<file path="src/hw/rtl/bsfp_pkg.sv">
// ============================================================================
// bsfp_pkg
// Shared types and codes for the buffered serial FIFO pair.
// ============================================================================
package bsfp_pkg;

    // Event codes carried in the action field.
    localparam logic [2:0] ACT_HOST_WRITE = 3'd0;
    localparam logic [2:0] ACT_HOST_READ  = 3'd1;
    localparam logic [2:0] ACT_FLUSH      = 3'd2;
    localparam logic [2:0] ACT_RX_BYTE    = 3'd3;
    localparam logic [2:0] ACT_TX_READY   = 3'd4;

    // Result status codes.
    localparam logic [1:0] ST_OK          = 2'd0;
    localparam logic [1:0] ST_REFUSED     = 2'd1;
    localparam logic [1:0] ST_EMPTY       = 2'd2;
    localparam logic [1:0] ST_DROPPED     = 2'd3;

    // One input transaction.
    typedef struct packed {
        logic [2:0] action;
        logic [7:0] data_in;
        logic       line_overrun;
    } t_in_item;

    // One result transaction.
    typedef struct packed {
        logic [7:0] data_out;
        logic [1:0] status;
        logic [7:0] rx_head;
        logic [6:0] rx_count;
        logic [6:0] tx_count;
        logic       error_flag;
        logic       tx_pending;
    } t_out_item;

    // Per-cycle commands from the sequencer to one ring buffer.
    typedef struct packed {
        logic rd_en;
        logic push;
        logic pop;
        logic flush;
    } t_ring_ctrl;

    // Sequencer states.
    typedef enum logic {
        S_IDLE,
        S_EXEC
    } t_state;

endpackage

</file>
<file path="src/hw/rtl/bsfp_ring.sv">
// ============================================================================
// bsfp_ring
// Ring buffer of bytes in a synchronous memory with pointers and fill count.
// ============================================================================
module bsfp_ring #(
    parameter int DEPTH = 64
) (
    input  logic                           i_clk,
    input  logic                           i_rst_n,
    input  bsfp_pkg::t_ring_ctrl           i_ctrl,
    input  logic                           i_look_ahead,
    input  logic [7:0]                     i_data,
    output logic [7:0]                     o_rdata,
    output logic [$clog2(DEPTH+1)-1:0]     o_fill,
    output logic                           o_empty,
    output logic                           o_full
);
    import bsfp_pkg::*;

    localparam int AW = $clog2(DEPTH);
    localparam int CW = $clog2(DEPTH + 1);

    logic [7:0]    mem [DEPTH];
    logic [AW-1:0] r_wr;
    logic [AW-1:0] r_rd;
    logic [CW-1:0] r_fill;
    logic [7:0]    r_rdata;
    logic [AW-1:0] wr_inc;
    logic [AW-1:0] rd_inc;
    logic [AW-1:0] rd_addr;

    // Pointer increments with wrap at the configured depth.
    assign wr_inc  = (r_wr == AW'(DEPTH - 1)) ? '0 : r_wr + 1'b1;
    assign rd_inc  = (r_rd == AW'(DEPTH - 1)) ? '0 : r_rd + 1'b1;
    assign rd_addr = i_look_ahead ? rd_inc : r_rd;

    // Memory port: one write and one registered read per cycle.
    always_ff @(posedge i_clk) begin
        if (i_ctrl.push) begin
            mem[r_wr] <= i_data;
        end
        if (i_ctrl.rd_en) begin
            r_rdata <= mem[rd_addr];
        end
    end

    // Pointers and fill count.
    always_ff @(posedge i_clk) begin
        if (!i_rst_n || i_ctrl.flush) begin
            r_wr   <= '0;
            r_rd   <= '0;
            r_fill <= '0;
        end else begin
            if (i_ctrl.push) begin
                r_wr <= wr_inc;
            end
            if (i_ctrl.pop) begin
                r_rd <= rd_inc;
            end
            if (i_ctrl.push && !i_ctrl.pop) begin
                r_fill <= r_fill + 1'b1;
            end else if (i_ctrl.pop && !i_ctrl.push) begin
                r_fill <= r_fill - 1'b1;
            end
        end
    end

    assign o_rdata = r_rdata;
    assign o_fill  = r_fill;
    assign o_empty = (r_fill == '0);
    assign o_full  = (r_fill == CW'(DEPTH));

endmodule

</file>
<file path="src/hw/rtl/buffered_serial_fifo_pair.sv">
// ============================================================================
// buffered_serial_fifo_pair
// Receive and transmit byte FIFOs between a serial line and a host.
// ============================================================================
// Usage:
//   The input channel (i_in_valid / o_in_ready / i_in_item) takes one event
//   per transaction: host write, host read, flush, received byte or
//   transmitter ready. Each event yields exactly one result transaction on
//   the output channel (o_out_valid / i_out_ready / o_out_item) with the
//   popped byte, a status code, the receive head byte, both fill counts,
//   the error flag and transmit-pending.
//   On acceptance the ring memories are read at the current pointers; the
//   update step then changes them from the registered read data and
//   registers the result, which raises result valid. The block takes no
//   new event until the update step of the last one is done.
//   The output register holds a finished result while the receiver stalls;
//   the next event is still accepted, and its update step waits until the
//   output register is free.
//   Synchronous reset empties both FIFOs and clears the error flag; the
//   ring memories are not cleared and need no clearing pass.
// ============================================================================
module buffered_serial_fifo_pair #(
    parameter int RX_DEPTH = 64,
    parameter int TX_DEPTH = 64
) (
    input  logic                 i_clk,
    input  logic                 i_rst_n,
    input  logic                 i_in_valid,
    output logic                 o_in_ready,
    input  bsfp_pkg::t_in_item   i_in_item,
    output logic                 o_out_valid,
    input  logic                 i_out_ready,
    output bsfp_pkg::t_out_item  o_out_item
);
    import bsfp_pkg::*;

    localparam int RCW = $clog2(RX_DEPTH + 1);
    localparam int TCW = $clog2(TX_DEPTH + 1);

    t_state     r_state;
    t_state     n_state;
    t_in_item   r_item;
    logic [7:0] r_head;
    logic [7:0] n_head;
    logic       r_overrun;
    logic       n_overrun;
    logic       r_out_valid;
    t_out_item  r_out_item;
    t_out_item  n_out_item;

    t_ring_ctrl     rx_ctrl;
    t_ring_ctrl     tx_ctrl;
    logic [7:0]     rx_rdata;
    logic [7:0]     tx_rdata;
    logic [RCW-1:0] rx_fill;
    logic [TCW-1:0] tx_fill;
    logic [RCW-1:0] rx_fill_new;
    logic [TCW-1:0] tx_fill_new;
    logic           rx_empty;
    logic           rx_full;
    logic           tx_empty;
    logic           tx_full;

    logic accept;
    logic fire;

    // Receive ring reads one slot ahead to fetch the next head after a pop.
    bsfp_ring #(
        .DEPTH (RX_DEPTH)
    ) u_rx_ring (
        .i_clk        (i_clk),
        .i_rst_n      (i_rst_n),
        .i_ctrl       (rx_ctrl),
        .i_look_ahead (1'b1),
        .i_data       (r_item.data_in),
        .o_rdata      (rx_rdata),
        .o_fill       (rx_fill),
        .o_empty      (rx_empty),
        .o_full       (rx_full)
    );

    // Transmit ring reads the oldest slot.
    bsfp_ring #(
        .DEPTH (TX_DEPTH)
    ) u_tx_ring (
        .i_clk        (i_clk),
        .i_rst_n      (i_rst_n),
        .i_ctrl       (tx_ctrl),
        .i_look_ahead (1'b0),
        .i_data       (r_item.data_in),
        .o_rdata      (tx_rdata),
        .o_fill       (tx_fill),
        .o_empty      (tx_empty),
        .o_full       (tx_full)
    );

    assign accept     = i_in_valid && o_in_ready;
    assign fire       = (r_state == S_EXEC) && (!r_out_valid || i_out_ready);
    assign o_in_ready = (r_state == S_IDLE);

    // Sequencer: next state, ring commands and the result.
    always_comb begin
        n_state            = r_state;
        rx_ctrl            = '0;
        tx_ctrl            = '0;
        rx_ctrl.rd_en      = accept;
        tx_ctrl.rd_en      = accept;
        n_head             = r_head;
        n_overrun          = r_overrun;
        n_out_item         = '0;
        n_out_item.status  = ST_OK;

        unique case (r_state)
            S_IDLE: begin
                if (accept) begin
                    n_state = S_EXEC;
                end
            end
            S_EXEC: begin
                if (fire) begin
                    n_state = S_IDLE;
                end
            end
            default: begin
                n_state = S_IDLE;
            end
        endcase

        unique case (r_item.action)
            ACT_HOST_WRITE: begin
                if (tx_full) begin
                    n_out_item.status = ST_REFUSED;
                end else begin
                    tx_ctrl.push = fire;
                end
            end
            ACT_HOST_READ: begin
                if (rx_empty) begin
                    n_out_item.status = ST_EMPTY;
                end else begin
                    rx_ctrl.pop         = fire;
                    n_out_item.data_out = r_head;
                    n_head              = rx_rdata;
                end
            end
            ACT_FLUSH: begin
                rx_ctrl.flush = fire;
                tx_ctrl.flush = fire;
                n_overrun     = 1'b0;
            end
            ACT_RX_BYTE: begin
                n_overrun = r_item.line_overrun;
                if (rx_full) begin
                    n_out_item.status = ST_DROPPED;
                end else begin
                    rx_ctrl.push = fire;
                    if (rx_empty) begin
                        n_head = r_item.data_in;
                    end
                end
            end
            ACT_TX_READY: begin
                if (tx_empty) begin
                    n_out_item.status = ST_EMPTY;
                end else begin
                    tx_ctrl.pop         = fire;
                    n_out_item.data_out = tx_rdata;
                end
            end
            default: begin
            end
        endcase

        // Fill counts as they stand after this event.
        if (rx_ctrl.flush) begin
            rx_fill_new = '0;
        end else if (rx_ctrl.push) begin
            rx_fill_new = rx_fill + 1'b1;
        end else if (rx_ctrl.pop) begin
            rx_fill_new = rx_fill - 1'b1;
        end else begin
            rx_fill_new = rx_fill;
        end
        if (tx_ctrl.flush) begin
            tx_fill_new = '0;
        end else if (tx_ctrl.push) begin
            tx_fill_new = tx_fill + 1'b1;
        end else if (tx_ctrl.pop) begin
            tx_fill_new = tx_fill - 1'b1;
        end else begin
            tx_fill_new = tx_fill;
        end

        n_out_item.rx_head    = (rx_fill_new != '0) ? n_head : 8'd0;
        n_out_item.rx_count   = 7'(rx_fill_new);
        n_out_item.tx_count   = 7'(tx_fill_new);
        n_out_item.error_flag = n_overrun;
        n_out_item.tx_pending = (tx_fill_new != '0);
    end

    // Control registers.
    always_ff @(posedge i_clk) begin
        if (!i_rst_n) begin
            r_state     <= S_IDLE;
            r_overrun   <= 1'b0;
            r_out_valid <= 1'b0;
        end else begin
            r_state <= n_state;
            if (fire) begin
                r_overrun   <= n_overrun;
                r_out_valid <= 1'b1;
            end else if (i_out_ready) begin
                r_out_valid <= 1'b0;
            end
        end
    end

    // Payload registers.
    always_ff @(posedge i_clk) begin
        if (accept) begin
            r_item <= i_in_item;
        end
        if (fire) begin
            r_head     <= n_head;
            r_out_item <= n_out_item;
        end
    end

    assign o_out_valid = r_out_valid;
    assign o_out_item  = r_out_item;

`ifndef SYNTH
    // A fill count never passes the ring depth.
    a_rx_fill_bound: assert property (@(posedge i_clk) disable iff (!i_rst_n)
        rx_fill <= RCW'(RX_DEPTH))
        else $error("receive fill count exceeds depth");

    a_tx_fill_bound: assert property (@(posedge i_clk) disable iff (!i_rst_n)
        tx_fill <= TCW'(TX_DEPTH))
        else $error("transmit fill count exceeds depth");

    // No ring is popped while it is empty.
    a_no_empty_pop: assert property (@(posedge i_clk) disable iff (!i_rst_n)
        !(rx_ctrl.pop && rx_empty) && !(tx_ctrl.pop && tx_empty))
        else $error("pop issued on an empty ring");

    // An accepted transaction blocks the input until its update step.
    a_accept_blocks: assert property (@(posedge i_clk) disable iff (!i_rst_n)
        accept |=> !o_in_ready)
        else $error("input accepted twice without an update step");
`endif

endmodule

</file>
<file path="config.mk">
export PLATFORM = sky130hd
export DESIGN_NAME = buffered_serial_fifo_pair
export DESIGN_NICKNAME = d
export VERILOG_FILES = /design/src/hw/rtl/bsfp_pkg.sv /design/src/hw/rtl/bsfp_ring.sv /design/src/hw/rtl/buffered_serial_fifo_pair.sv
export SDC_FILE = /design/constraint.sdc
export NUM_CORES = 1
export LEC_CHECK = 0
export ABC_AREA = 1
export BUFFER_PORTS_ARGS = -buffer_cell sky130_fd_sc_hd__buf_4
export CELL_PAD_IN_SITES_DETAIL_PLACEMENT = 1
export CELL_PAD_IN_SITES_GLOBAL_PLACEMENT = 2
export CORE_MARGIN = 1
export CORE_UTILIZATION = 40
export CTS_BUF_LIST = sky130_fd_sc_hd__clkbuf_4 sky130_fd_sc_hd__clkbuf_8
export DETAILED_ROUTE_END_ITERATION = 8
export MAX_ROUTING_LAYER = met4
export PLACE_DENSITY_LB_ADDON = 0.2
export SLEW_MARGIN = 20
export SYNTH_ARGS = -nofsm -noshare
export SYNTH_HDL_FRONTEND = slang
export SYNTH_SLANG_ARGS = --single-unit
</file>
<file path="constraint.sdc">
create_clock -name i_clk -period 6.1 [get_ports i_clk]
set_input_delay 0.61 -clock i_clk [delete_from_list [all_inputs] [get_ports i_clk]]
set_output_delay 0.61 -clock i_clk [all_outputs]
set_load 0.005 [all_outputs]
</file>
After elaboration in Yosys (flattened, before gate mapping)
Memory sizes are Yosys's and may differ from the RTL's. A register that Yosys moved wholly into a read port is not among the register bits. Cells that the tools add are included.

Flip-flop bits (word level): 95. Latch bits: 0. Memory bits (writable): 1024. ROM bits: 0. Input bits: 16. Output and inout bits: 36. Logic and storage cells: 108. Memories: 2.

Memory list: u_rx_ring.mem (depth 64, width 8, read ports 1, clocked after Yosys merged registers in 1, wr ports 1, line bsfp_ring.sv:23) `logic [7:0] mem [DEPTH];`; u_tx_ring.mem (depth 64, width 8, read ports 1, clocked after Yosys merged registers in 1, wr ports 1, line bsfp_ring.sv:23).

$add $sub $neg: 8. Multipliers: 0. Divide/modulo/power cells: 0. Magnitude comparators: 0. Equal/unequal tests: 10. Shifts and indexed selects: 0. Multiplexer cells: 45. Bitwise logic cells: 1. Reduce and logical (&&, ||, !) cells: 22.

Operators by type and width (count): $mux W7 (10); $mux W8 (5); $pmux W8 S2 (2); $add A6 B1 Y6 const B (4); $eq A6 B6 Y1 const B (4); $mux W6 (4); $mux W1 (18); $add A7 B1 Y7 const B (2); $eq A7 B7 Y1 const B (2); $logic_not A7 Y1 (2); $reduce_bool A7 Y1 (2); $sub A7 B1 Y7 const B (2); $pmux W2 S4 (1); $eq A3 B2 Y1 const B (2); $logic_and A1 B1 Y1 (6); $logic_not A1 Y1 (6); $mux W2 (3); $reduce_bool A2 Y1 (3); $pmux W1 S2 (2); $eq A3 B1 Y1 const B (1); $eq A3 B3 Y1 const B (1); $logic_not A3 Y1 (1); $logic_or A1 B1 Y1 (2); $not A1 Y1 (1).

Depth between registers and ports, before layout
Depth after elaboration: 9. Gate-level depth with buffers: 15. Mapped depth without buffers: 14.

Hierarchy
A second synthesis with hierarchy kept.

Cell total of the unflattened synthesis: 5011. Area, all modules: 51444.3 µm².

By module, submodules not included: bsfp_ring (u_rx_ring) (times used 1, cells an instance 2339, area an instance 24154.4 µm², seq. area each 15995.3 µm²); bsfp_ring (u_tx_ring) (times used 1, cells an instance 2339, area an instance 24134.4 µm², seq. area each 15995.3 µm²); buffered_serial_fifo_pair (times used 1, cells an instance 333, area an instance 3155.5 µm², seq. area each 1681.6 µm²).

Least setup slack after synthesis
Ideal clock, no wire load.

Path kind: input-to-reg. Start: in i_out_ready. End: mem u_rx_ring.mem[11][0], enable pin. Setup time: 370 ps. Data arrival time: 2520 ps. Required time: 5730 ps. Path slack: 3210 ps. Cell stages on the path: 9. Buffers on the path: 1. Path through: inv_1 -> nand2_1 -> nand2_2 -> inv_2 -> nand3_2 -> buf_4 -> nor2_1 -> nand3_1 -> nor2_1.

Longest elaborated chain between the ends: 6.

Ends and longest elaborated chain: start: declaration (line buffered_serial_fifo_pair.sv:32) `input logic i_out_ready,`; $logic_or A1 B1 Y1 (line buffered_serial_fifo_pair.sv:98) `assign fire = (r_state == S_EXEC) && (!r_out_valid || i_out_ready);`; $logic_and A1 B1 Y1 (line buffered_serial_fifo_pair.sv:98); via fire (line buffered_serial_fifo_pair.sv:65) `logic fire;`; $mux W1 (line buffered_serial_fifo_pair.sv:153) `if (rx_full) begin`; $mux W1 (line buffered_serial_fifo_pair.sv:129) `unique case (r_item.action)`; $mux W1 (line bsfp_ring.sv:39) `if (i_ctrl.push) begin`; $mux W1 (not written as such) (line bsfp_ring.sv:40) `mem[r_wr] <= i_data;`; end: declaration (line bsfp_ring.sv:23).

The timed path passes the listed nets, and every way through them passes these cells.

Worst setup path in the final report
Start: reg u_rx_ring.r_fill[0], in the netlist u_rx_ring.o_fill[0]. End: mem u_rx_ring.mem[46][7], enable pin.

Longest elaborated chain between the ends: 5.

Ends and longest elaborated chain: start: declaration (line bsfp_ring.sv:26) `logic [CW-1:0] r_fill;`; start signal: assignment (line bsfp_ring.sv:61) `r_fill <= r_fill + 1'b1;`; start signal: assignment (line bsfp_ring.sv:63) `r_fill <= r_fill - 1'b1;`; $eq A7 B7 Y1 (line bsfp_ring.sv:71) `assign o_full = (r_fill == CW'(DEPTH));`; $mux W1 (line buffered_serial_fifo_pair.sv:153); $mux W1 (line buffered_serial_fifo_pair.sv:129); $mux W1 (line bsfp_ring.sv:39); $mux W1 (not written as such) (line bsfp_ring.sv:40).

No other way between the ends.

==> flow_metrics.tcl <==
set metrics [dict create \
    status "completed" \
    grt_overflow_total 0 \
    die_h_um 347 \
    wl_um 140000 \
    multiInputGateArea_um2 11400 \
    synth_nets 4257 \
    max_clock_freq_ghz 0.262 \
    fin_crit_sh_pct 62.5 \
    synthesis.area_um2 47700 \
    fp.dieW_um 347 \
    grt_setup_unrepaired "no" \
    globalplace.congestion 0.806 \
    htreeDepth 4 \
    post_drt_wl_per_cell_um 23.3 \
    start_util_pct 40.4 \
    antenna_left 0 \
    synth_ff_type "edfxtp_1" \
    crit_arrival_ns 4.33 \
    grt_pass1_wl_um 209000 \
    initialDrtViolationCount 2325 \
    reg2reg_slack_ns 2.28 \
    clk_latency_ns 0.89 \
    final_layout_size_suffix_gt1_share_pct 10.0 \
    antenna_found_initial 1 \
    synthArstFlopShare_pct 0 \
    tightestPinTransition_ns 1.09 \
    cts_buffers 191 \
    required_ns 6.61 \
    hpwl_um 80400 \
    layout.area.seq_um2 33700 \
    cts_root_buffer "clkbuf_8" \
    min_from "i_rst_n" \
    dieArea_um2 121000 \
    worst_setup_path_start_kind "flop" \
    syn_inst 4231 \
    drv_cap 0 \
    p_leak_nw 19.6 \
    nFillCells 12600 \
    core_area_um2 118000 \
    finalWorstSetupSlack_ns 2.28 \
    grt_pass1_vias 32800 \
    skew_ns 0.0300 \
    ys_types 43 \
    hp-class "input pin to flop" \
    area_growth_pct 11.8 \
    vias_per_cell 5.31 \
    num_rows 126 \
    cts_sinks 1135 \
    final_common_cell "edfxtp_1" \
    nNetsFinal 4336 \
    worst_ir_drop_vdd_uv 204 \
    finalMaxSlewViolations 0 \
    finalSetupViolCount 0 \
    fin_setup_tns_ns 0 \
    reg2reg_from "u_rx_ring.o_fill[0]" \
    ys_ff_latch 1135 \
    grt_use_total_pct 24.0 \
    fin_crit_ns 3.82 \
    synth_edf_count 1094 \
    drc 0 \
    crit_fanout 15 \
    powerDensity_nw_per_um2 294 \
    cts_tree "done" \
    syn_area_per_cell_um2 11.3 \
    drt_first_pass_iters 5 \
    final_cell_mix "edfxtp_1 (1094), nand2_1 (800), nand3_1 (543), nor2_1 (433), inv_1 (425)" \
    port_buffers 51 \
    clockBufferDepth 3 \
    worstSetupEndpointType "flop" \
    hold_violations 0 \
    ios 52 \
    yosysSeqAreaShare_pct 70.6 \
    pre_cts_ws_ns 2.27 \
    ys_warn_count 0 \
    path_class "flop to flop" \
    grt_max_degree 176 \
    crit_start "u_rx_ring.o_fill[0]" \
    dr_total_vias 31900 \
    clk_pin_slew_ns 0.06 \
    relSlewSlack_pct 27.1 \
    cts_resized 0 \
]
[routing by layer]
layer	GRT usage (%)	wire, µm
met2	39.5	69000
met3	3.44	5430
met5	-	0
met1	30.6	61700
met4	7.40	3760
[logic make-up (layout without fill, tap and decap cells)]
kind of cell    Yosys count  in the layout  synth area share [%]
simple gates           1884           1884                  17.0
mux                       1              1                0.0210
xor+xnor                 16             16                 0.294
fa+ha+maj                10             10                 0.262
flops                  1135           1135                  70.6
compound gates          514            514                  6.20
other cells               0              2                     0
buf+inv                 671            900                  5.69
[cell type report]
cell class / instances / share of cell area [%]
Sequential cell: 1135 / 63.1
Multi-Input combinational cell: 2425 / 21.4
Clock buffer: 270 / 6.10
Tap cell: 1536 / 3.60
Inverter: 443 / 3.13
Timing Repair Buffer: 114 / 1.89
Clock inverter: 73 / 0.762
Antenna cell: 2 / 0.00938
[report_power, final]
group / switching, mW / total, mW / internal, mW
Combinational: 0.349 / 0.451 / 0.102
Sequential: 0.0259 / 8.63 / 8.60
Clock: 3.07 / 6.62 / 3.54
Total: 3.45 / 15.7 / 12.3
[what timing repair did]
item / 4_1_cts / 5_1_grt
setup buffers: 0 / 0
hold buffers: 15 / 0
endpoints found under the hold margin: 14 / 0
[critical path, stage by stage (launching register included)]
cell and delay (ns):
dfxtp_1 0.41, inv_1 0.11, ha_1 0.23, nand2_1 0.11
nor2_4 0.06, nand2_1 0.12, nand3_2 0.25, inv_2 0.32
nand4_1 0.87, nor2_1 0.96
[final timing paths]
| kind | endpoint | cells past startpoint |
|---|---|---|
| worst min register to register | r_overrun | 2 |
| worst max register to register | u_rx_ring.mem[46][7] | 9 |
| worst max-delay path | u_rx_ring.mem[46][7] | 9 |
| worst min-delay path | r_overrun | 3 |
[through the flow]
| stage | hold slack (ns) | utilization [%] | std cells | total power, mW | instance area, µm² |
|---|---|---|---|---|---|
| after floorplan | 0.431 | - | 4231 | 9.01 | 47700 |
| after CTS | 0.0443 | 45.2 | 5996 | 15.9 | 53300 |
| after global placement | 0.443 | 41.9 | 5638 | 9.23 | 49500 |
| final | 0.113 | 45.2 | 5998 | 15.7 | 53300 |
| after global routing | 0.0945 | 45.2 | 5997 | 16.2 | 53300 |
| after detailed placement | 0.448 | 41.9 | 5638 | 9.24 | 49500 |
[Yosys cell counts (all sizes together), types with 2 or more instances]
library cell,instances,area (µm²)
and3,6,37.5
inv,439,1650
edfxtp,1094,32900
a211oi,3,22.5
xnor2,3,26.3
nor3b,4,30.0
clkinv,4,15.0
ha,10,125
o21a,3,22.5
a22oi,2,15.0
nand2,807,3040
o211ai,37,278
nand3,549,2770
nor2,448,1750
nor3,18,95.1
xor2,13,114
o221ai,38,333
a21oi,43,215
a31oi,3,18.8
buf,92,541
clkbuf,136,510
o21ai,292,1460
nand4,20,125
nand3b,30,225
dfxtp,41,821
o22ai,88,551
a21boi,2,15.0
[flip-flops by register name, summed over array words and instances, names as in the netlist, 7 cells and up]
register and flops:
u_rx_ring.mem 512, u_tx_ring.mem 512, o_out_item 34, r_item 12, r_head 8, u_rx_ring.o_rdata 8, u_tx_ring.o_rdata 8, u_rx_ring.o_fill 7
u_tx_ring.o_fill 7
Note: power is estimated with default switching activity, not from simulation.
